**config.mk**
```make
export PLATFORM = sky130hd
export DESIGN_NAME = dgr_front
export DESIGN_NICKNAME = d
export VERILOG_FILES = /design/src/design/dgr_pkg.sv /design/src/design/dgr_front.sv
export SDC_FILE = /design/constraint.sdc
export NUM_CORES = 2
export LEC_CHECK = 0
export BUFFER_PORTS_ARGS = -buffer_cell sky130_fd_sc_hd__buf_2
export CORE_UTILIZATION = 39
export CTS_BUF_LIST = sky130_fd_sc_hd__clkbuf_8
export CTS_CLUSTER_DIAMETER = 50
export DETAILED_ROUTE_END_ITERATION = 10
export PLACE_DENSITY = 0.62
export SLEW_MARGIN = 15
export SYNTH_ARGS = -nofsm -noshare
export SYNTH_HDL_FRONTEND = slang
export SYNTH_SLANG_ARGS = --single-unit
```
**constraint.sdc**
```tcl
create_clock -name clk_i -period 25.2 [get_ports clk_i]
set_clock_uncertainty 0.1 [all_clocks]
set_input_delay 1.26 -clock clk_i [delete_from_list [all_inputs] [get_ports clk_i]]
set_output_delay 1.26 -clock clk_i [all_outputs]
set_load 0.005 [all_outputs]
```
**src/design/dgr_pkg.sv**
```systemverilog
package dgr_pkg;

  localparam int MAP_SIZE    = 32;
  localparam int MAX_COLUMNS = 1024;
  localparam int MAP_CELLS   = MAP_SIZE * MAP_SIZE;
  localparam int MAP_AW      = $clog2(MAP_CELLS);
  localparam int COORD_W     = $clog2(MAP_SIZE) + 2;

  localparam int DIST_W = 24;
  localparam int RAY_W  = 43;
  localparam int CAM_W  = 27;
  localparam int DVD_W  = 25;
  localparam int CNT_W  = 5;
  localparam int IDX_W  = 3;
  localparam int CFG_W  = 24;

  localparam logic [DIST_W-1:0] DIST_MAX = {DIST_W{1'b1}};

  typedef enum logic [IDX_W-1:0] {
    REG_CAMERA_X     = 3'd0,
    REG_CAMERA_Y     = 3'd1,
    REG_FACING_X     = 3'd2,
    REG_FACING_Y     = 3'd3,
    REG_LENS_X       = 3'd4,
    REG_LENS_Y       = 3'd5,
    REG_SCREEN_WIDTH = 3'd6,
    REG_DRAW_LIMIT   = 3'd7
  } reg_idx_e;

  localparam logic CMD_WRITE = 1'b0;
  localparam logic CMD_CAST  = 1'b1;

  typedef struct packed {
    logic              command;
    logic [9:0]        column;
    logic [4:0]        cell_x;
    logic [4:0]        cell_y;
    logic              cell_is_wall;
  } in_item_t;

  typedef struct packed {
    logic [9:0]        out_column;
    logic              wall_hit;
    logic              hit_side;
    logic [DIST_W-1:0] wall_distance;
  } out_item_t;

  typedef struct packed {
    logic [20:0]        camera_x;
    logic [20:0]        camera_y;
    logic signed [15:0] facing_x;
    logic signed [15:0] facing_y;
    logic signed [15:0] lens_x;
    logic signed [15:0] lens_y;
    logic [10:0]        screen_width;
    logic [DIST_W-1:0]  draw_limit;
  } cfg_t;

  typedef struct packed {
    logic              is_cast;
    logic [9:0]        column;
    logic [4:0]        cell_x;
    logic [4:0]        cell_y;
    logic              cell_is_wall;
    logic [DIST_W-1:0] delta_x;
    logic [DIST_W-1:0] delta_y;
    logic [DIST_W-1:0] side_x;
    logic [DIST_W-1:0] side_y;
    logic              neg_x;
    logic              neg_y;
  } job_t;

endpackage

```
**src/design/dgr_front.sv**
```systemverilog
module dgr_front (
  input  logic              clk_i,
  input  logic              rst_ni,
  input  dgr_pkg::cfg_t     cfg_i,
  input  logic              push_i,
  input  dgr_pkg::in_item_t item_i,
  output logic              full_o,
  output logic              job_push_o,
  output dgr_pkg::job_t     job_o,
  input  logic              job_full_i
);

  typedef enum logic [2:0] {S_IDLE, S_CDIV, S_MUL, S_DDIV, S_SIDE, S_PUSH} state_e;

  state_e state_q;
  dgr_pkg::job_t job_q;
  logic [dgr_pkg::RAY_W-1:0]  rem_q, dvs_q;
  logic [dgr_pkg::DVD_W-1:0]  dvd_q, quo_q;
  logic [dgr_pkg::CNT_W-1:0]  cnt_q;
  logic signed [dgr_pkg::CAM_W-1:0] cam_q;
  logic axis_q, neg_q;
  logic [dgr_pkg::DIST_W-1:0] d_q;

  logic [dgr_pkg::RAY_W-1:0]  wdiv, rem_sh, rem_d, mag;
  logic [dgr_pkg::DVD_W-1:0]  quo_d;
  logic ge;
  logic signed [dgr_pkg::RAY_W-1:0] fac_e, lens_e, cam_e, ray;
  logic [20:0] pos;
  logic [16:0] frac;
  logic [40:0] sprod;
  logic [dgr_pkg::DIST_W-1:0] side;

  assign full_o     = (state_q != S_IDLE);
  assign job_push_o = (state_q == S_PUSH);
  assign job_o      = job_q;

  always_comb begin
    if (cfg_i.screen_width == '0) begin
      wdiv = dgr_pkg::RAY_W'(1);
    end else if (32'(cfg_i.screen_width) > dgr_pkg::MAX_COLUMNS) begin
      wdiv = dgr_pkg::RAY_W'(dgr_pkg::MAX_COLUMNS);
    end else begin
      wdiv = dgr_pkg::RAY_W'(cfg_i.screen_width);
    end
  end

  // restoring divider, one quotient bit per cycle
  assign rem_sh = {rem_q[dgr_pkg::RAY_W-2:0], dvd_q[dgr_pkg::DVD_W-1]};
  assign ge     = (rem_sh >= dvs_q);
  assign rem_d  = ge ? rem_sh - dvs_q : rem_sh;
  assign quo_d  = {quo_q[dgr_pkg::DVD_W-2:0], ge};

  assign fac_e  = dgr_pkg::RAY_W'(axis_q ? cfg_i.facing_y : cfg_i.facing_x);
  assign lens_e = dgr_pkg::RAY_W'(axis_q ? cfg_i.lens_y : cfg_i.lens_x);
  assign cam_e  = dgr_pkg::RAY_W'(cam_q);
  assign ray    = (fac_e <<< 14) + lens_e * cam_e;
  assign mag    = ray[dgr_pkg::RAY_W-1] ? dgr_pkg::RAY_W'(-ray) : dgr_pkg::RAY_W'(ray);

  assign pos   = axis_q ? cfg_i.camera_y : cfg_i.camera_x;
  assign frac  = neg_q ? {1'b0, pos[15:0]} : 17'h10000 - {1'b0, pos[15:0]};
  assign sprod = 41'(frac) * 41'(d_q);
  assign side  = (sprod[40:40] != 1'b0) ? dgr_pkg::DIST_MAX : sprod[39:16];

  always_ff @(posedge clk_i or negedge rst_ni) begin
    if (!rst_ni) begin
      state_q <= S_IDLE;
      axis_q  <= 1'b0;
      cnt_q   <= '0;
    end else begin
      case (state_q)
        S_IDLE: begin
          if (push_i) begin
            job_q.is_cast      <= item_i.command;
            job_q.column       <= item_i.column;
            job_q.cell_x       <= item_i.cell_x;
            job_q.cell_y       <= item_i.cell_y;
            job_q.cell_is_wall <= item_i.cell_is_wall;
            rem_q  <= '0;
            dvd_q  <= {item_i.column, 15'b0};
            dvs_q  <= wdiv;
            quo_q  <= '0;
            cnt_q  <= dgr_pkg::CNT_W'(dgr_pkg::DVD_W);
            axis_q <= 1'b0;
            state_q <= (item_i.command == dgr_pkg::CMD_CAST) ? S_CDIV : S_PUSH;
          end
        end
        S_CDIV: begin
          rem_q <= rem_d;
          quo_q <= quo_d;
          dvd_q <= dvd_q << 1;
          cnt_q <= cnt_q - 1'b1;
          if (cnt_q == dgr_pkg::CNT_W'(1)) begin
            cam_q   <= $signed({2'b00, quo_d}) - dgr_pkg::CAM_W'(16384);
            state_q <= S_MUL;
          end
        end
        S_MUL: begin
          neg_q <= ray[dgr_pkg::RAY_W-1];
          if (mag <= dgr_pkg::RAY_W'(1 << 20)) begin
            // short ray component: delta saturates, skip the divide
            d_q     <= dgr_pkg::DIST_MAX;
            state_q <= S_SIDE;
          end else begin
            rem_q   <= dgr_pkg::RAY_W'(1 << 20);
            dvd_q   <= '0;
            dvs_q   <= mag;
            quo_q   <= '0;
            cnt_q   <= dgr_pkg::CNT_W'(dgr_pkg::DIST_W);
            state_q <= S_DDIV;
          end
        end
        S_DDIV: begin
          rem_q <= rem_d;
          quo_q <= quo_d;
          cnt_q <= cnt_q - 1'b1;
          if (cnt_q == dgr_pkg::CNT_W'(1)) begin
            d_q     <= quo_d[dgr_pkg::DIST_W-1:0];
            state_q <= S_SIDE;
          end
        end
        S_SIDE: begin
          if (!axis_q) begin
            job_q.delta_x <= d_q;
            job_q.side_x  <= side;
            job_q.neg_x   <= neg_q;
            axis_q  <= 1'b1;
            state_q <= S_MUL;
          end else begin
            job_q.delta_y <= d_q;
            job_q.side_y  <= side;
            job_q.neg_y   <= neg_q;
            state_q <= S_PUSH;
          end
        end
        S_PUSH: begin
          if (!job_full_i) state_q <= S_IDLE;
        end
        default: state_q <= S_IDLE;
      endcase
    end
  end

endmodule

```
; Yosys cells after proc, flatten, opt, wreduce, memory -nomap -nowiden
; Index checks and enable logic that the tools add are counted.
; W data, S select, Z words.
[classes]
mux = 36
n_lt_le_gt_ge = 3
add_sub_neg = 6
mul = 2
eq_ne = 12
bitwise = 1
n_reduce_logical = 21
[op_table]
columns = cell, n
row1 = $mux W43, 5
row2 = $mux W42, 3
row3 = $pmux W42 S3, 1
row4 = $mux W24, 4
row5 = $pmux W43 S2, 1
row6 = $pmux W25 S3, 1
row7 = $pmux W24 S3, 1
row8 = $mux W25, 2
row9 = $pmux W24 S2, 1
row10 = $add A43 B43 Y43, 1
row11 = $ge A43 B43 Y1, 1
row12 = $le A43 B21 Y1 const B, 1
row13 = $mul A43 B26 Y43, 1
row14 = $neg A43 Y43, 1
row15 = $sub A42 B42 Y42, 1
row16 = $mul A17 B24 Y41, 1
row17 = $mux W29, 1
row18 = $sub A25 B15 Y26 const B, 1
row19 = $mux W3, 7
row20 = $reduce_and A4 Y1, 5
row21 = $pmux W3 S6, 1
row22 = $mux W17, 1
row23 = $sub A17 B16 Y17 const A, 1
row24 = $mux W16, 1
row25 = 20 further kinds, 37
[totals]
word_cells = 102
input_bits = 167
output_inout_bits = 122
regBits = 314

; Depth between registers and ports, before layout
[logic_depth]
ltp_word = 8
ltp_mapped = 40

; Worst setup path before layout
; OpenSTA, ideal clock, no wires.
[synth_timing]
path_kind = register to register
from = reg axis_q
to = reg quo_q[0] (netlist bit), enable pin
t_arrival_ns = 13.225
required_ns = 24.593
path_stages_with_launch = 36
n_path_buf = 7
path_slack_ns = 11.367
synth_period_minus_slack_ns = 13.833
path_cell_list = dfrtp_1 -> buf_1 -> buf_1 -> clkbuf_1 -> buf_1 -> mux2_2 -> clkbuf_1 -> nand2_1 -> inv_1 -> fa_1 -> inv_1 -> fa_1 -> fa_1 -> inv_1 -> fa_1 -> fa_1 -> fa_1 -> inv_1 -> fa_1 -> inv_1 -> ha_1 -> clkbuf_1 -> and3_1 -> clkbuf_1 -> nand3_1 -> a2bb2oi_1 -> nor3b_1 -> a211o_1 -> nor3b_1 -> or3b_2 -> nor2_1 -> nand2_1 -> a311oi_1 -> or4_4 -> o41ai_1 -> a21boi_1
[synth_between]
elab_chain_cells = 8
[synth_lines]
columns = item, line_no
row1 = "start, declared", dgr_front.sv:21  ; logic axis_q, neg_q;
row2 = "start signal, assigned", dgr_front.sv:67  ; axis_q <= 1'b0;
row3 = "start signal, assigned", dgr_front.sv:83  ; axis_q <= 1'b0;
row4 = "start signal, assigned", dgr_front.sv:126  ; axis_q <= 1'b1;
row5 = $mux W43, dgr_front.sv:54  ; assign lens_e = dgr_pkg::RAY_W'(axis_q ? cfg_i.lens_y : cfg_i.lens_x);
row6 = $mul A43 B26 Y43, dgr_front.sv:56  ; assign ray = (fac_e <<< 14) + lens_e * cam_e;
row7 = $add A43 B43 Y43 (*), dgr_front.sv:56
row8 = $neg A43 Y43, dgr_front.sv:57  ; assign mag = ray[dgr_pkg::RAY_W-1] ? dgr_pkg::RAY_W'(-ray) : dgr_pkg::RAY_W'(ray);
row9 = $mux W43 (*), dgr_front.sv:57
row10 = $le A43 B21 Y1 (*), dgr_front.sv:99  ; if (mag <= dgr_pkg::RAY_W'(1 << 20)) begin
row11 = $ne A2 B2 Y1 (no source line) (*), --
row12 = $reduce_and A4 Y1 (no source line) (*), --
row13 = "end signal, assigned", dgr_front.sv:89  ; quo_q <= quo_d;
row14 = "end signal, assigned", dgr_front.sv:114  ; quo_q <= quo_d;
row15 = "end, declared", dgr_front.sv:18  ; logic [dgr_pkg::DVD_W-1:0] dvd_q, quo_q;
; Mark *: on every way between the ends. The rest lies on a longest branch, timed or not.
; A chain may end at the register's enable or synchronous reset.

; Worst setup path in the final report
[layout_timing]
from = in cfg_i[50] (netlist bit)
to = reg quo_q[13] (netlist bit), enable pin
[layout_between]
elab_chain_cells = 8
[layout_lines]
columns = item, line_no
row1 = "start, declared", dgr_front.sv:4  ; input dgr_pkg::cfg_t cfg_i,
row2 = $mux W43 (*), dgr_front.sv:54
row3 = $mul A43 B26 Y43 (*), dgr_front.sv:56
row4 = $add A43 B43 Y43 (*), dgr_front.sv:56
row5 = $neg A43 Y43, dgr_front.sv:57
row6 = $mux W43 (*), dgr_front.sv:57
row7 = $le A43 B21 Y1 (*), dgr_front.sv:99
row8 = $ne A2 B2 Y1 (no source line) (*), --
row9 = $reduce_and A4 Y1 (no source line) (*), --
; Marked as above.

==> reports/results.tsv <==
metric	value	unit
timing.slew.headroom	32.4	%
rows	126	
post-route-util	42.8	%
seq_area_frac_synth	19.1	%
synthMuxAreaShare	1.81	%
post_cts_buffers	0	
startpoint	cfg_i[50]	
slowest_stage	fa_1	
wl_per_cell	17.7	µm
insertion_delay	0.65	ns
syn_inst	4855	
ys_types	100	
synthAdderAreaFrac	44.1	%
start_util	39.5	%
critPathMaxFanout	66	
cts_num_sinks	299	
setup-violations-final	0	
max_freq	79.6	MHz
critPathMaxStageDelay	0.87	ns
dieArea	122000	µm²
grt_pass1_wl	191000	µm
n_fill_cell	11709	
final_hold_viol_count	0	
drive_gt1_share	8.95	%
num_io_pins	289	
cts_hold_buf	0	
min_from	quo_q[9]	
placed_cells_incl_taps	6542	
synth_top_family_by_area	adder cells	
multi_input_area	33500	µm²
clockRootBuffer	clkbuf_8	
grt_max_degree	67	
arrival	12.71	ns
rsz0062_at_grt	no	
yosys.area_share.xor_xnor	2.99	%
die_height	349	µm
setup_tns	0	ns
fp.coreArea	119000	µm²
synth_ff_type	edfxtp_1	
cp_common_cell	fa_1	
antenna_found_initial	5	
synth_area_leaders	fa_1, edfxtp_1, ha_1	
synth_top_area_share	35.8	%
track_usage	19.8	%
critical_path_class	in2reg	
slew_viol_final	0	
instances_no_fill	6628	
first_pass_iters	5	
outcome	finished clean	
grt.overflow.total	0	
crit_end	quo_q[13]	
hp-class	reg2reg	
drc	0	
yosysWarnings	0	
ff2ff_setup_slack	12.75	ns
synth_fp_nets	6173	
die_w	349	µm
synth_compound_area_share	6.70	%
start_kind	primary input	
syn_area_per_cell	9.65	µm²
htree_levels	2	
r2r_end	quo_q[13]	
drt_iter0_drc	2183	
synth_commonest_cells	inv_1, fa_1, nand2_1, and2_1, ha_1	
seqCellArea	8940	µm²
crit_path_end_kind	flop	
drv_cap	0	
r2r-start	axis_q	
period_share	49.8	%
clockBufferDepth	3	
timing.final.crit_period	12.56	ns
yosys.area.top_type	fa_1	
nets	6311	
via_per_inst	5.07	
grt_pass1_vias	35121	
cts_resized	0	
netlist_area	46900	µm²
gp_congestion	0.879	
wirelength	117000	µm
synth_edf_count	290	
cp.required	25.35	ns
port_buffers	254	
hpwl	92500	µm
async_flop_share	3.01	%
cts_tree	yes	
worstMarginPinSlew	1.00	ns
reg2reg_depth	32	
vias	33635	
area_growth	8.33	%
cts.clk_slew.worst_paths	0.07	ns
synth_seq_cells	299	
ant_nets	0	
synth-simple-area-share	15.5	%
cts_made_buffers	49	
yosys.cell_count.top_type	inv_1	
cell usage in the layout (no fill, tap or decap), types with 21 or more instances in the layout:
cell type | Yosys | routed
xor2_1 | 49 | 48
nand3_1 | 43 | 43
mux2_2 | 27 | 27
xnor2_1 | 109 | 98
o21ai_0 | 99 | 99
buf_2 | 10 | 254
a21oi_1 | 125 | 124
a31oi_1 | 23 | 23
nor4_1 | 22 | 22
buf_4 | 1 | 39
nor2b_1 | 25 | 25
fa_1 | 837 | 837
and2_1 | 391 | 391
nand2_1 | 590 | 590
edfxtp_1 | 290 | 290
nor3_1 | 49 | 49
a21o_1 | 44 | 44
mux2i_1 | 53 | 53
ha_1 | 314 | 314
a211oi_1 | 21 | 21
or3_1 | 40 | 40
inv_1 | 1015 | 1027
clkbuf_8 | 0 | 50
nor2_1 | 191 | 189
cell type report:
type | instances | share of cell area, %
multi-input combinational | 3334 | 66.0
sequential | 299 | 17.6
inverter | 1016 | 7.51
tap | 1600 | 3.94
timing repair buffer | 293 | 3.08
clock buffer | 50 | 1.36
clock inverter | 34 | 0.473
antenna | 2 | 0.00986
worst max-delay path, delay by kind of cell:
kind | cells | cell delay (ns)
buffers and inverters | 10 | 1.97
adders and majority gates | 8 | 4.76
muxes | 1 | 0.52
AOI/OAI and AO/OA | 10 | 3.14
and+or+nand+nor | 3 | 0.80
xor gates and xnor gates | 1 | 0.15
registers in the layout (all words and copies together) (netlist names):
| register | flops |
|---|---|
| job_o | 120 |
| dvs_q | 43 |
| rem_q | 42 |
| cam_q | 26 |
| d_q | 24 |
| quo_q | 24 |
| dvd_q | 10 |
| cnt_q | 5 |
| state_q | 3 |
| axis_q | 1 |
| neg_q | 1 |
per-layer routing:
layer,vias up,routed length [µm],GRT usage (%)
li1,15400,-,-
met1,17205,50700,26.6
met2,876,58300,34.1
met3,150,5680,1.99
met4,4,2690,4.90
met5,-,27,0
worst min-delay path by stage:
| stage | slack (ns) | to | depth (start not counted) |
|---|---|---|---|
| 3_5_place_dp | 0.35 | cam_q[12] | 0 |
| 4_1_cts | 0.34 | cam_q[10] | 0 |
| 6_report | 0.34 | cam_q[10] | 0 |
| 2_1_floorplan | 0.33 | cam_q[10] | 0 |
| 3_3_place_gp | 0.35 | cam_q[12] | 0 |
| 5_1_grt | 0.37 | cam_q[10] | 0 |
logic make-up after synthesis:
logic type | Yosys count
DFF | 299
muxes | 81
adders and majority gates | 1151
xor gates and xnor gates | 159
buffers and inverters | 1222
AOI/OAI and AO/OA | 476
and+or+nand+nor | 1467
stage by stage:
| stage | hold slack, ns | cell area (µm²) | setup WS (ns) |
|---|---|---|---|
| 2_1_floorplan | 0.335 | 46900 | 11.37 |
| 3_3_place_gp | 0.348 | 49800 | 12.21 |
| 3_5_place_dp | 0.350 | 49800 | 12.09 |
| 4_1_cts | 0.344 | 50800 | 12.71 |
| 5_1_grt | 0.368 | 50800 | 12.02 |
| 6_report | 0.340 | 50800 | 12.64 |
Power is not shown: default switching activity piles up to over one toggle a cycle in this logic, so the estimate is an artifact.
