### src/design/dgr_pkg.sv
package dgr_pkg;

  localparam int MAP_SIZE    = 32;
  localparam int MAX_COLUMNS = 1024;
  localparam int MAP_CELLS   = MAP_SIZE * MAP_SIZE;
  localparam int MAP_AW      = $clog2(MAP_CELLS);
  localparam int COORD_W     = $clog2(MAP_SIZE) + 2;

  localparam int DIST_W = 24;
  localparam int RAY_W  = 43;
  localparam int CAM_W  = 27;
  localparam int DVD_W  = 25;
  localparam int CNT_W  = 5;
  localparam int IDX_W  = 3;
  localparam int CFG_W  = 24;

  localparam logic [DIST_W-1:0] DIST_MAX = {DIST_W{1'b1}};

  typedef enum logic [IDX_W-1:0] {
    REG_CAMERA_X     = 3'd0,
    REG_CAMERA_Y     = 3'd1,
    REG_FACING_X     = 3'd2,
    REG_FACING_Y     = 3'd3,
    REG_LENS_X       = 3'd4,
    REG_LENS_Y       = 3'd5,
    REG_SCREEN_WIDTH = 3'd6,
    REG_DRAW_LIMIT   = 3'd7
  } reg_idx_e;

  localparam logic CMD_WRITE = 1'b0;
  localparam logic CMD_CAST  = 1'b1;

  typedef struct packed {
    logic              command;
    logic [9:0]        column;
    logic [4:0]        cell_x;
    logic [4:0]        cell_y;
    logic              cell_is_wall;
  } in_item_t;

  typedef struct packed {
    logic [9:0]        out_column;
    logic              wall_hit;
    logic              hit_side;
    logic [DIST_W-1:0] wall_distance;
  } out_item_t;

  typedef struct packed {
    logic [20:0]        camera_x;
    logic [20:0]        camera_y;
    logic signed [15:0] facing_x;
    logic signed [15:0] facing_y;
    logic signed [15:0] lens_x;
    logic signed [15:0] lens_y;
    logic [10:0]        screen_width;
    logic [DIST_W-1:0]  draw_limit;
  } cfg_t;

  typedef struct packed {
    logic              is_cast;
    logic [9:0]        column;
    logic [4:0]        cell_x;
    logic [4:0]        cell_y;
    logic              cell_is_wall;
    logic [DIST_W-1:0] delta_x;
    logic [DIST_W-1:0] delta_y;
    logic [DIST_W-1:0] side_x;
    logic [DIST_W-1:0] side_y;
    logic              neg_x;
    logic              neg_y;
  } job_t;

endpackage

### src/design/dgr_ram.sv
module dgr_ram #(
  parameter int WIDTH = 1,
  parameter int DEPTH = 1024
) (
  input  logic                     clk_i,
  input  logic                     we_i,
  input  logic [$clog2(DEPTH)-1:0] waddr_i,
  input  logic [WIDTH-1:0]         wdata_i,
  input  logic [$clog2(DEPTH)-1:0] raddr_i,
  output logic [WIDTH-1:0]         rdata_o
);

  logic [WIDTH-1:0] mem_q [DEPTH];

  always_ff @(posedge clk_i) begin
    if (we_i) begin
      mem_q[waddr_i] <= wdata_i;
    end
    rdata_o <= mem_q[raddr_i];
  end

endmodule

### src/design/dgr_back.sv
module dgr_back (
  input  logic               clk_i,
  input  logic               rst_ni,
  input  dgr_pkg::cfg_t      cfg_i,
  input  logic               job_empty_i,
  input  dgr_pkg::job_t      job_i,
  output logic               job_pop_o,
  output logic               empty_o,
  input  logic               pop_i,
  output dgr_pkg::out_item_t item_o
);

  typedef enum logic [2:0] {S_CLEAR, S_IDLE, S_WALK, S_CHECK, S_RESULT} state_e;

  state_e state_q;
  logic [dgr_pkg::MAP_AW-1:0] clr_q;
  logic [dgr_pkg::DIST_W-1:0] sdx_q, sdy_q, dx_q, dy_q, dist_q;
  logic signed [dgr_pkg::COORD_W-1:0] mx_q, my_q;
  logic neg_x_q, neg_y_q, side_q, hit_q;
  logic [9:0] col_q;
  logic out_valid_q;
  dgr_pkg::out_item_t out_q;

  logic ram_we, ram_rdata, ram_wdata;
  logic [dgr_pkg::MAP_AW-1:0] ram_waddr, ram_raddr;
  logic take_x;
  logic signed [dgr_pkg::COORD_W-1:0] mx_n, my_n;
  logic off_map;
  logic [dgr_pkg::DIST_W:0] sum_x, sum_y;

  assign empty_o = !out_valid_q;
  assign item_o  = out_q;
  assign job_pop_o = (state_q == S_IDLE) && !job_empty_i;

  // map write: clearing sweep after reset, then write items that land on the map
  always_comb begin
    ram_we    = 1'b0;
    ram_waddr = clr_q;
    ram_wdata = 1'b0;
    if (state_q == S_CLEAR) begin
      ram_we = 1'b1;
    end else if (job_pop_o && !job_i.is_cast) begin
      ram_we    = (32'(job_i.cell_x) < dgr_pkg::MAP_SIZE) &&
                  (32'(job_i.cell_y) < dgr_pkg::MAP_SIZE);
      ram_waddr = dgr_pkg::MAP_AW'(job_i.cell_y) * dgr_pkg::MAP_AW'(dgr_pkg::MAP_SIZE)
                + dgr_pkg::MAP_AW'(job_i.cell_x);
      ram_wdata = job_i.cell_is_wall;
    end
  end

  // one DDA step: x on strictly smaller side distance, y otherwise
  assign take_x = (sdx_q < sdy_q);
  assign mx_n = take_x ? (neg_x_q ? mx_q - 1'b1 : mx_q + 1'b1) : mx_q;
  assign my_n = take_x ? my_q : (neg_y_q ? my_q - 1'b1 : my_q + 1'b1);
  assign off_map = mx_n[dgr_pkg::COORD_W-1] || my_n[dgr_pkg::COORD_W-1] ||
                   (mx_n >= dgr_pkg::COORD_W'(dgr_pkg::MAP_SIZE)) ||
                   (my_n >= dgr_pkg::COORD_W'(dgr_pkg::MAP_SIZE));
  assign ram_raddr = dgr_pkg::MAP_AW'(my_n) * dgr_pkg::MAP_AW'(dgr_pkg::MAP_SIZE)
                   + dgr_pkg::MAP_AW'(mx_n);
  assign sum_x = {1'b0, sdx_q} + {1'b0, dx_q};
  assign sum_y = {1'b0, sdy_q} + {1'b0, dy_q};

  dgr_ram #(
    .WIDTH(1),
    .DEPTH(dgr_pkg::MAP_CELLS)
  ) u_map (
    .clk_i  (clk_i),
    .we_i   (ram_we),
    .waddr_i(ram_waddr),
    .wdata_i(ram_wdata),
    .raddr_i(ram_raddr),
    .rdata_o(ram_rdata)
  );

  always_ff @(posedge clk_i or negedge rst_ni) begin
    if (!rst_ni) begin
      state_q     <= S_CLEAR;
      clr_q       <= '0;
      out_valid_q <= 1'b0;
    end else begin
      // drop a taken result unless a new one replaces it this cycle
      if (pop_i && out_valid_q && (state_q != S_RESULT)) out_valid_q <= 1'b0;
      case (state_q)
        S_CLEAR: begin
          clr_q <= clr_q + 1'b1;
          if (clr_q == dgr_pkg::MAP_AW'(dgr_pkg::MAP_CELLS - 1)) state_q <= S_IDLE;
        end
        S_IDLE: begin
          if (!job_empty_i && job_i.is_cast) begin
            sdx_q   <= job_i.side_x;
            sdy_q   <= job_i.side_y;
            dx_q    <= job_i.delta_x;
            dy_q    <= job_i.delta_y;
            neg_x_q <= job_i.neg_x;
            neg_y_q <= job_i.neg_y;
            col_q   <= job_i.column;
            mx_q    <= dgr_pkg::COORD_W'(cfg_i.camera_x[20:16]);
            my_q    <= dgr_pkg::COORD_W'(cfg_i.camera_y[20:16]);
            dist_q  <= '0;
            side_q  <= 1'b0;
            hit_q   <= 1'b0;
            state_q <= S_WALK;
          end
        end
        S_WALK: begin
          if (dist_q >= cfg_i.draw_limit) begin
            state_q <= S_RESULT;
          end else begin
            mx_q <= mx_n;
            my_q <= my_n;
            if (take_x) begin
              dist_q <= sdx_q;
              sdx_q  <= sum_x[dgr_pkg::DIST_W] ? dgr_pkg::DIST_MAX : sum_x[dgr_pkg::DIST_W-1:0];
              side_q <= 1'b0;
            end else begin
              dist_q <= sdy_q;
              sdy_q  <= sum_y[dgr_pkg::DIST_W] ? dgr_pkg::DIST_MAX : sum_y[dgr_pkg::DIST_W-1:0];
              side_q <= 1'b1;
            end
            if (off_map) begin
              hit_q   <= 1'b1;
              state_q <= S_RESULT;
            end else begin
              state_q <= S_CHECK;
            end
          end
        end
        S_CHECK: begin
          if (ram_rdata) begin
            hit_q   <= 1'b1;
            state_q <= S_RESULT;
          end else begin
            state_q <= S_WALK;
          end
        end
        S_RESULT: begin
          if (!out_valid_q || pop_i) begin
            out_q.out_column    <= col_q;
            out_q.wall_hit      <= hit_q;
            out_q.hit_side      <= hit_q & side_q;
            out_q.wall_distance <= hit_q ? dist_q : '0;
            out_valid_q <= 1'b1;
            state_q     <= S_IDLE;
          end
        end
        default: state_q <= S_IDLE;
      endcase
    end
  end

endmodule

### config.mk
export PLATFORM = sky130hd
export DESIGN_NAME = dgr_back
export DESIGN_NICKNAME = d
export VERILOG_FILES = /design/src/design/dgr_pkg.sv /design/src/design/dgr_ram.sv /design/src/design/dgr_back.sv
export SDC_FILE = /design/constraint.sdc
export NUM_CORES = 2
export LEC_CHECK = 0
export BUFFER_PORTS_ARGS = -buffer_cell sky130_fd_sc_hd__buf_2
export CAP_MARGIN = 15
export CORE_MARGIN = 10
export CORE_UTILIZATION = 49
export DETAILED_ROUTE_END_ITERATION = 7
export GPL_TIMING_DRIVEN = 1
export PLACE_DENSITY = 0.68
export SETUP_SLACK_MARGIN = 0.02
export SLEW_MARGIN = 10
export SYNTH_ARGS = -nofsm -noshare
export SYNTH_HDL_FRONTEND = slang
export SYNTH_HIERARCHICAL = 1
export SYNTH_SLANG_ARGS = --single-unit
### constraint.sdc
create_clock -name clk_i -period 33.3 [get_ports clk_i]
set_input_delay 1.665 -clock clk_i [delete_from_list [all_inputs] [get_ports clk_i]]
set_output_delay 1.665 -clock clk_i [all_outputs]
set_load 0.01 [all_outputs]
=== Word-level counts from Yosys, hierarchy flattened ===
Memory sizes are Yosys's and may differ from the RTL's. A register that Yosys moved wholly into a read port is not among the register bits.
Index checks and enable logic that the tools add are counted.

* RAM bits: 1024
* Word-level logic and storage cells: 120
* Flip-flop bits (word level): 198
* Memories kept: 1
* Bits of input ports: 265

* Add/subtract/negate cells: 9
* Magnitude comparators: 4
* Reduce and logical (&&, ||, !) cells: 22
* Bitwise operators: 1
* Mux-type cells: 50
* Eq/ne operators: 14

{| class="wikitable"
|+ Memory list
! memory !! words !! width !! rd ports !! clocked after Yosys merged registers in !! write ports !! RTL line !! text
|-
| u_map.mem_q || 1024 || 1 || 1 || 1 || 1 || dgr_ram.sv:13 || <nowiki>logic [WIDTH-1:0] mem_q [DEPTH];</nowiki>
|}

{| class="wikitable"
|+ Operators by type and width
! operator !! number
|-
| two-way mux 24 bit || 11
|-
| case mux 24 bit (2 select lines) || 3
|-
| two-way mux 7 bit || 8
|-
| adder 24 x 24 -> 25 bit || 2
|-
| case mux 7 bit (2 select lines) || 2
|-
| greater-or-equal comparator 24 bit || 1
|-
| less-than comparator 24 bit || 1
|-
| two-way mux 10 bit || 2
|-
| two-way mux 3 bit || 6
|-
| two-way mux 1 bit || 15
|-
| case mux 3 bit (5 select lines) || 1
|-
| adder 7 x 1 -> 7 bit (second input constant) || 2
|-
| greater-or-equal comparator 7 bit (second input constant) || 2
|-
| subtractor 7 x 1 -> 7 bit (second input constant) || 2
|-
| adder 10 x 1 -> 10 bit (second input constant) || 1
|-
| adder 10 x 5 -> 10 bit || 1
|-
| adder 10 x 7 -> 10 bit || 1
|-
| == test 10 bit (second input constant) || 1
|-
| != test 2 bit (second input constant) || 5
|-
| AND reduction 5 bit || 2
|-
| AND reduction 3 bit || 3
|-
| == test 3 x 2 -> 1 bit (second input constant) || 2
|-
| != test 2 x 1 -> 1 bit (second input constant) || 3
|-
| AND reduction 6 bit || 1
|-
| other kinds (13) || 22
|}

=== Logic depth before layout (Yosys ltp) ===
* Depth in word-level cells: 9
* Depth in mapped cells: 25
* Gate-level depth less buffers: 23

=== Modules after synthesis ===
The synthesis kept the hierarchy.

{| class="wikitable"
|+ Modules (own cells, without submodules)
! module !! instances !! cells each !! area each (um^2)
|-
| dgr_ram || 1 || 3112 || 44656.6
|-
| dgr_back || 1 || 1087 || 11900.2
|}

=== Least setup slack after synthesis ===
Ideal clock, no wire load.

* Path kind: input to register
* Start point: input port job_empty_i
* End point: memory u_map.mem_q[0], data pin
* Path buffers: 1
* Stages: 5
* Slack: 14.735 ns
* Data arrival time: 15.701 ns
* Cells stage by stage: nor2b_1 -> nor3b_1 -> nor2b_1 -> clkbuf_1 -> and2_1

* Cells in the longest elaborated chain, start to end: 5

{| class="wikitable"
|+ RTL lines
! what !! RTL line !! text
|-
| start, declared || dgr_back.sv:5 || <nowiki>input logic job_empty_i,</nowiki>
|-
| logical NOT 1 bit || dgr_back.sv:33 || <nowiki>assign job_pop_o = (state_q == S_IDLE) && !job_empty_i;</nowiki>
|-
| logical AND 1 bit || dgr_back.sv:33 ||
|-
| named net job_pop_o || dgr_back.sv:7 || <nowiki>output logic job_pop_o,</nowiki>
|-
| logical AND 1 bit || dgr_back.sv:42 || <nowiki>end else if (job_pop_o && !job_i.is_cast) begin</nowiki>
|-
| two-way mux 1 bit || dgr_back.sv:42 ||
|-
| two-way mux 1 bit || dgr_back.sv:40 || <nowiki>if (state_q == S_CLEAR) begin</nowiki>
|-
| named net ram_wdata || dgr_back.sv:24 || <nowiki>logic ram_we, ram_rdata, ram_wdata;</nowiki>
|-
| end, declared || dgr_ram.sv:13 ||
|}

The timed path passes the listed nets, and every way through them passes these cells.

=== Worst setup path in the final report ===
* Start point: register sdy_q[15] (netlist name)
* End point: register u_map.rdata_o (read register of u_map.mem_q)

* Cells in the longest elaborated chain, start to end: 3
* Elaborated cells on any way between the ends: 4
* Those cells by class: add/sub (1); order compare (1); mux (2)

{| class="wikitable"
|+ RTL lines
! what !! RTL line !! text
|-
| start, declared || dgr_back.sv:17 || <nowiki>logic [dgr_pkg::DIST_W-1:0] sdx_q, sdy_q, dx_q, dy_q, dist_q;</nowiki>
|-
| start signal, assigned || dgr_back.sv:91 || <nowiki>sdy_q <= job_i.side_y;</nowiki>
|-
| start signal, assigned || dgr_back.sv:117 || <nowiki>sdy_q <= sum_y[dgr_pkg::DIST_W] ? dgr_pkg::DIST_MAX : sum_y[dgr_pkg::DIST_W-1:0];</nowiki>
|-
| less-than comparator 24 bit || dgr_back.sv:52 || <nowiki>assign take_x = (sdx_q < sdy_q);</nowiki>
|-
| two-way mux 7 bit || dgr_back.sv:53 || <nowiki>assign mx_n = take_x ? (neg_x_q ? mx_q - 1'b1 : mx_q + 1'b1) : mx_q;</nowiki>
|-
| named net mx_n (one bit) || dgr_back.sv:27 || <nowiki>logic signed [dgr_pkg::COORD_W-1:0] mx_n, my_n;</nowiki>
|-
| adder 10 x 7 -> 10 bit || dgr_back.sv:59 || <nowiki>+ dgr_pkg::MAP_AW'(mx_n);</nowiki>
|-
| end, declared || dgr_ram.sv:10 || <nowiki>output logic [WIDTH-1:0] rdata_o</nowiki>
|}

The timed path passes the listed nets, and every way through them passes these cells.
A chain may end at the register's enable or synchronous reset.

==> results.md <==
- The die height is 360 um.
- The peak supply drop is 0.0897 mV.
- The class of the tightest hold or removal check is reg2reg.
- For this run, the detailed router's first-pass iteration total came to 7.
- The die covers 129000 um2.
- The total number of clock tree sinks is 1223.
- Clock-pin slew was measured on the worst setup and hold paths at 70 ps.
- The largest family of logic cells by synthesized area is simple AND/OR/NAND/NOR gates.
- The starting density of the core is 49.4%.
- The setup check on the worst reg-to-reg path leaves a slack of 25360 ps.
- Setup repair after global routing left no endpoint under its margin.
- In the global route stage, met2 resource usage came out at 34.9%.
- The sequential fraction of design power is 35.8%.
- The critical path start-end classification is reg2reg.
- The number of pins with negative max-slew slack in the final report came to 0.
- The share of total power dissipated in combinational logic is 38.2%.
- The required arrival time at the worst endpoint is 33900 ps.
- Prior to clock tree synthesis, the placed netlist has a worst setup slack of 25440 ps.
- For this block, the routed nets add up to 151000 um of wire.
- After Yosys synthesis, and, or, nand and nor cells account for 11.5% of the synthesized area.
- The count of synthesis-stage warnings from yosys is 6.
- Detailed placement ended at an HPWL of 84000 um.
- Static timing analysis puts the maximum clock frequency at 126 MHz.
- The buffer cell driving the clock tree root is clkbuf_16.
- The core region area is 115000 um2.
- The largest stage delay on the critical path is 860 ps.
- Of the total power, the share spent switching nets is 36.6%.
- The final worst-path setup slack is 25360 ps.
- The most frequently used flop master after synthesis is edfxtp_1.
- The smallest clock period supported by the final layout is computed as 7940 ps.
- Leaving out fill and tap cells, the most frequent cells in the layout are edfxtp_1, nor2_1, mux4_2.
- The total vias in the final route is 35910.
- For the worst-skew pair, the clock arrives at the later sink with an insertion delay of 740 ps.
- The hold violation count in the final report is 0.
- The chip width is 360 um.
- The net count of the mapped netlist is 4579.
- The adder and majority gate portion of the synthesized area is 2.61%.
- Max-cap violations in this run came to 0.
- The met1 capacity usage during global routing is 32.1%.
- The share of the clock period used by the worst path is 23.9%.
- Summing every instance area after synthesis gives 56600 um2.
- Each instance of the synthesized netlist takes up on average 13.5 um2.
- Data arrives at the worst endpoint at 8540 ps.
- The fraction of final layout cells with drive strength greater than 1 is 16.2%.
- In this run the power density over the cells is 81.0 nW/um2.
- The startpoint of the tightest hold check path is col_q[5]$_DFFE_PP_.
- The part of the power in the clock network is 26.0%.
- Routability-driven placement finished with a final weighted congestion of 0.869.
- Of the total synthesized cell area, the portion taken by XOR and XNOR cells is 0.865%.
- The distinct cell type count of the synthesized netlist is 91.
- Summed over all cells, the static leakage comes to 20.3 nW.
- The critical path goes through inv_1, ha_1, a21oi_1, o21ai_1, a2111oi_1, o21ai_2, a221o_1, o21ai_4, buf_4, buf_4, buf_4, mux4_2, mux4_2, mux2i_1, o21ai_0, nor2_1, nor3_1, nor4_1, o2111ai_1.
- The worst setup path is captured at a flip-flop.
- The number of setup violations in the final report is 0.
- In this run the critical register-to-register path is launched from sdy_q[15]$_DFFE_PP_.
- The TritonCTS clock tree is built.
- The number of I/O port buffers is 195.
- The slew of the pin with the lowest slew margin is 1370 ps.
- The average wire per standard cell is 25.8 um.
- After technology mapping, the gate count stands at 4199.
- The worst hold endpoint is item_o[31]$_DFFE_PP_.
- The cell family with the largest share of critical-path delay is compound AO/OA/AOI/OAI gates.
- The accumulated negative setup slack is 0 ps.
- The compound-gate portion of the synthesized area is 5.56%.
- For this design the total switching power over the nets is 1.85 mW.
- Synthesis inferred 1223 register bits.
- The via count of the first global-routing pass came to 34555.
- The nature of the critical path startpoint is a flip-flop.
- The most common cell after layout, fill and taps aside is edfxtp_1.
- The final instance count without filler cells is 5856.
- The worst hold path cell count is 0.
- 303 I/O pins were placed.
- The detail route stage leaves a number of antenna-violating nets equal to 0.
- The internal portion of the total power is 3.21 mW.
- The starting DRC count in detailed routing is 5026.
- The number of cells on the worst reg-to-reg path is 19.
- The synthesized design contains 1208 enable-type register cells.
- The global-route usage over all layers is 22.7%.
- Gates resized during post-CTS repair numbered 0.
- The number of rows in the core area is 124.
- The wire length of the first global-routing pass is 222000 um.
- The pin count of the biggest net entering global routing is 302.
- The routed via count divided by cell count is 6.13.
- The layout-stage area growth over the synthesis result is 10.5%.
- The terminus of the critical flop-to-flop path is u_map/rdata_o$_DFF_P_.
- The flow ran to the end, and the final reports show no timing, DRC or antenna violations.
- Between clock sinks in the finished design, the worst skew comes to 59.0 ps.
- The total instance count after detailed placement is 5632.
- Along the worst path, the maximum fanout reaches 63.
- The level count of the clock H-tree is 3.
- The post-CTS repair timing setup buffer count is 0.
- The worst pin sits at a relative slew slack of 8.86%.
- The CTS buffer count is 121.
- The critical path buffer and inverter count is 4.
- The placed standard-cell area is 58700 um2.
- The highest-utilization routing layer at the global route stage is met2.
- Of the post-synthesis cell area, the part taken by muxes is 11.3%.
- The number of antenna violations at the first check in global routing is 7.
- The post-layout net count is 4624.
- The final routed DRC violation total is 0.
- The deepest clock path buffer count is 3.
- The met3 routing resource usage after global routing is 4.96%.
- The hold-fix buffer count after cts is 0.
- The library cell appearing most often on the critical path is buf_4.
- The highest-delay cell along the critical path is buf_4.
- The number of fill cells in the layout is 9343.
- For this run, asynchronously set or reset flops after synthesis account for 1.14%.
- For this run the aggregate overflow at the end of global routing stands at 0.
- Summing all non-filler instances in the final layout gives an area of 62500 um2.
- Sequential cells were found to cover 64.8% of the synthesized design area.
power groups by stage:
| stage | combinational [mW] | clock [mW] | sequential [mW] |
|---|---|---|---|
| detailed placement | 1.90 | 0 | 1.84 |
| finish | 1.93 | 1.32 | 1.81 |
| floorplan | 1.32 | 0 | 1.87 |
| global placement | 1.88 | 0 | 1.84 |
| global route | 2.04 | 1.40 | 1.82 |
| CTS | 1.91 | 1.33 | 1.81 |
worst reg2reg max path, cell delays in order, from the launching register on:
cell	delay, ps
edfxtp_1	400
inv_1	180
ha_1	300
a21oi_1	160
o21ai_1	120
a2111oi_1	660
o21ai_2	230
a221o_1	610
o21ai_4	580
buf_4	610
buf_4	860
buf_4	940
mux4_2	550
mux4_2	480
mux2i_1	180
o21ai_0	120
nor2_1	260
nor3_1	140
nor4_1	320
o2111ai_1	140
worst max path at each step:
stage	startpoint	depth (start not counted)	slack [ps]	endpoint
2_1_floorplan	job_empty_i	5	14730	u_map/mem_q[0]$_DFFE_PP_
3_3_place_gp	sdy_q[15]$_DFFE_PP_	19	25520	u_map/rdata_o$_DFF_P_
3_5_place_dp	sdy_q[15]$_DFFE_PP_	19	25440	u_map/rdata_o$_DFF_P_
4_1_cts	sdy_q[15]$_DFFE_PP_	19	25430	u_map/rdata_o$_DFF_P_
5_1_grt	sdy_q[15]$_DFFE_PP_	20	25020	u_map/rdata_o$_DFF_P_
6_report	sdy_q[15]$_DFFE_PP_	19	25360	u_map/rdata_o$_DFF_P_
sequential cells by signal, indices dropped and copies added (netlist names), 3 cells and up:
| register | flops |
|---|---|
| clr_q | 10 |
| col_q | 10 |
| dist_q | 24 |
| dx_q | 24 |
| dy_q | 24 |
| item_o | 36 |
| mx_q | 7 |
| my_q | 7 |
| sdx_q | 24 |
| sdy_q | 24 |
| state_q | 3 |
| u_map/mem_q | 1024 |
synth_stat cells, types with 20 or more instances:
cell type,instances,share of area (%)
xor2_1,26,0.40
buf_2,24,0.21
o21ai_0,43,0.38
and2_1,34,0.38
nand3_1,61,0.54
ha_1,110,2.4
inv_1,84,0.56
nor3_1,49,0.43
nor2_1,1140,7.6
clkbuf_1,209,1.4
nor2b_1,22,0.24
mux2_2,20,0.40
xnor2_1,28,0.43
a21o_1,21,0.28
nand2_1,162,1.1
buf_1,58,0.38
a21oi_1,143,1.3
o221ai_1,49,0.76
o22ai_1,29,0.32
mux2i_1,127,2.2
mux4_2,200,8.0
o22a_1,28,0.43
edfxtp_1,1208,64
layer usage:
| metal | wire, um | share of wire, % |
|---|---|---|
| met1 | 60000 | 40 |
| met2 | 68800 | 46 |
| met3 | 17400 | 12 |
| met4 | 4970 | 3.3 |
| met5 | 24 | 0.016 |
layout make-up:
type	count	area, um2	share of cell area [%]
multi-input combinational	2555	18300	29.3
sequential	1223	36600	58.6
antenna	5	12.5	0.0200
inverter	87	327	0.523
clock inverter	62	578	0.925
clock buffer	156	3220	5.15
timing repair buffer	256	1480	2.37
tap	1512	1890	3.03
per-stage QoR:
stage | utilization (%) | hold WS [ps] | total power, mW
detailed placement | 51.2 | 406 | 3.74
finish | 54.6 | 417 | 5.06
global placement | 51.2 | 402 | 3.72
CTS | 54.5 | 417 | 5.05
global route | 54.6 | 417 | 5.25
floorplan | - | 400 | 3.18
cell families (layout without fill, tap and decap cells):
kind of cell,count (synthesis),after routing
XOR/XNOR,55,55
buffers and inverters,421,561
AND/OR/NAND/NOR,1568,1568
AO/OA/AOI/OAI,453,453
other,0,5
flip-flops,1223,1223
adder cells (fa/ha/maj),115,115
multiplexers,364,364
(Power assumes the default switching activity.)
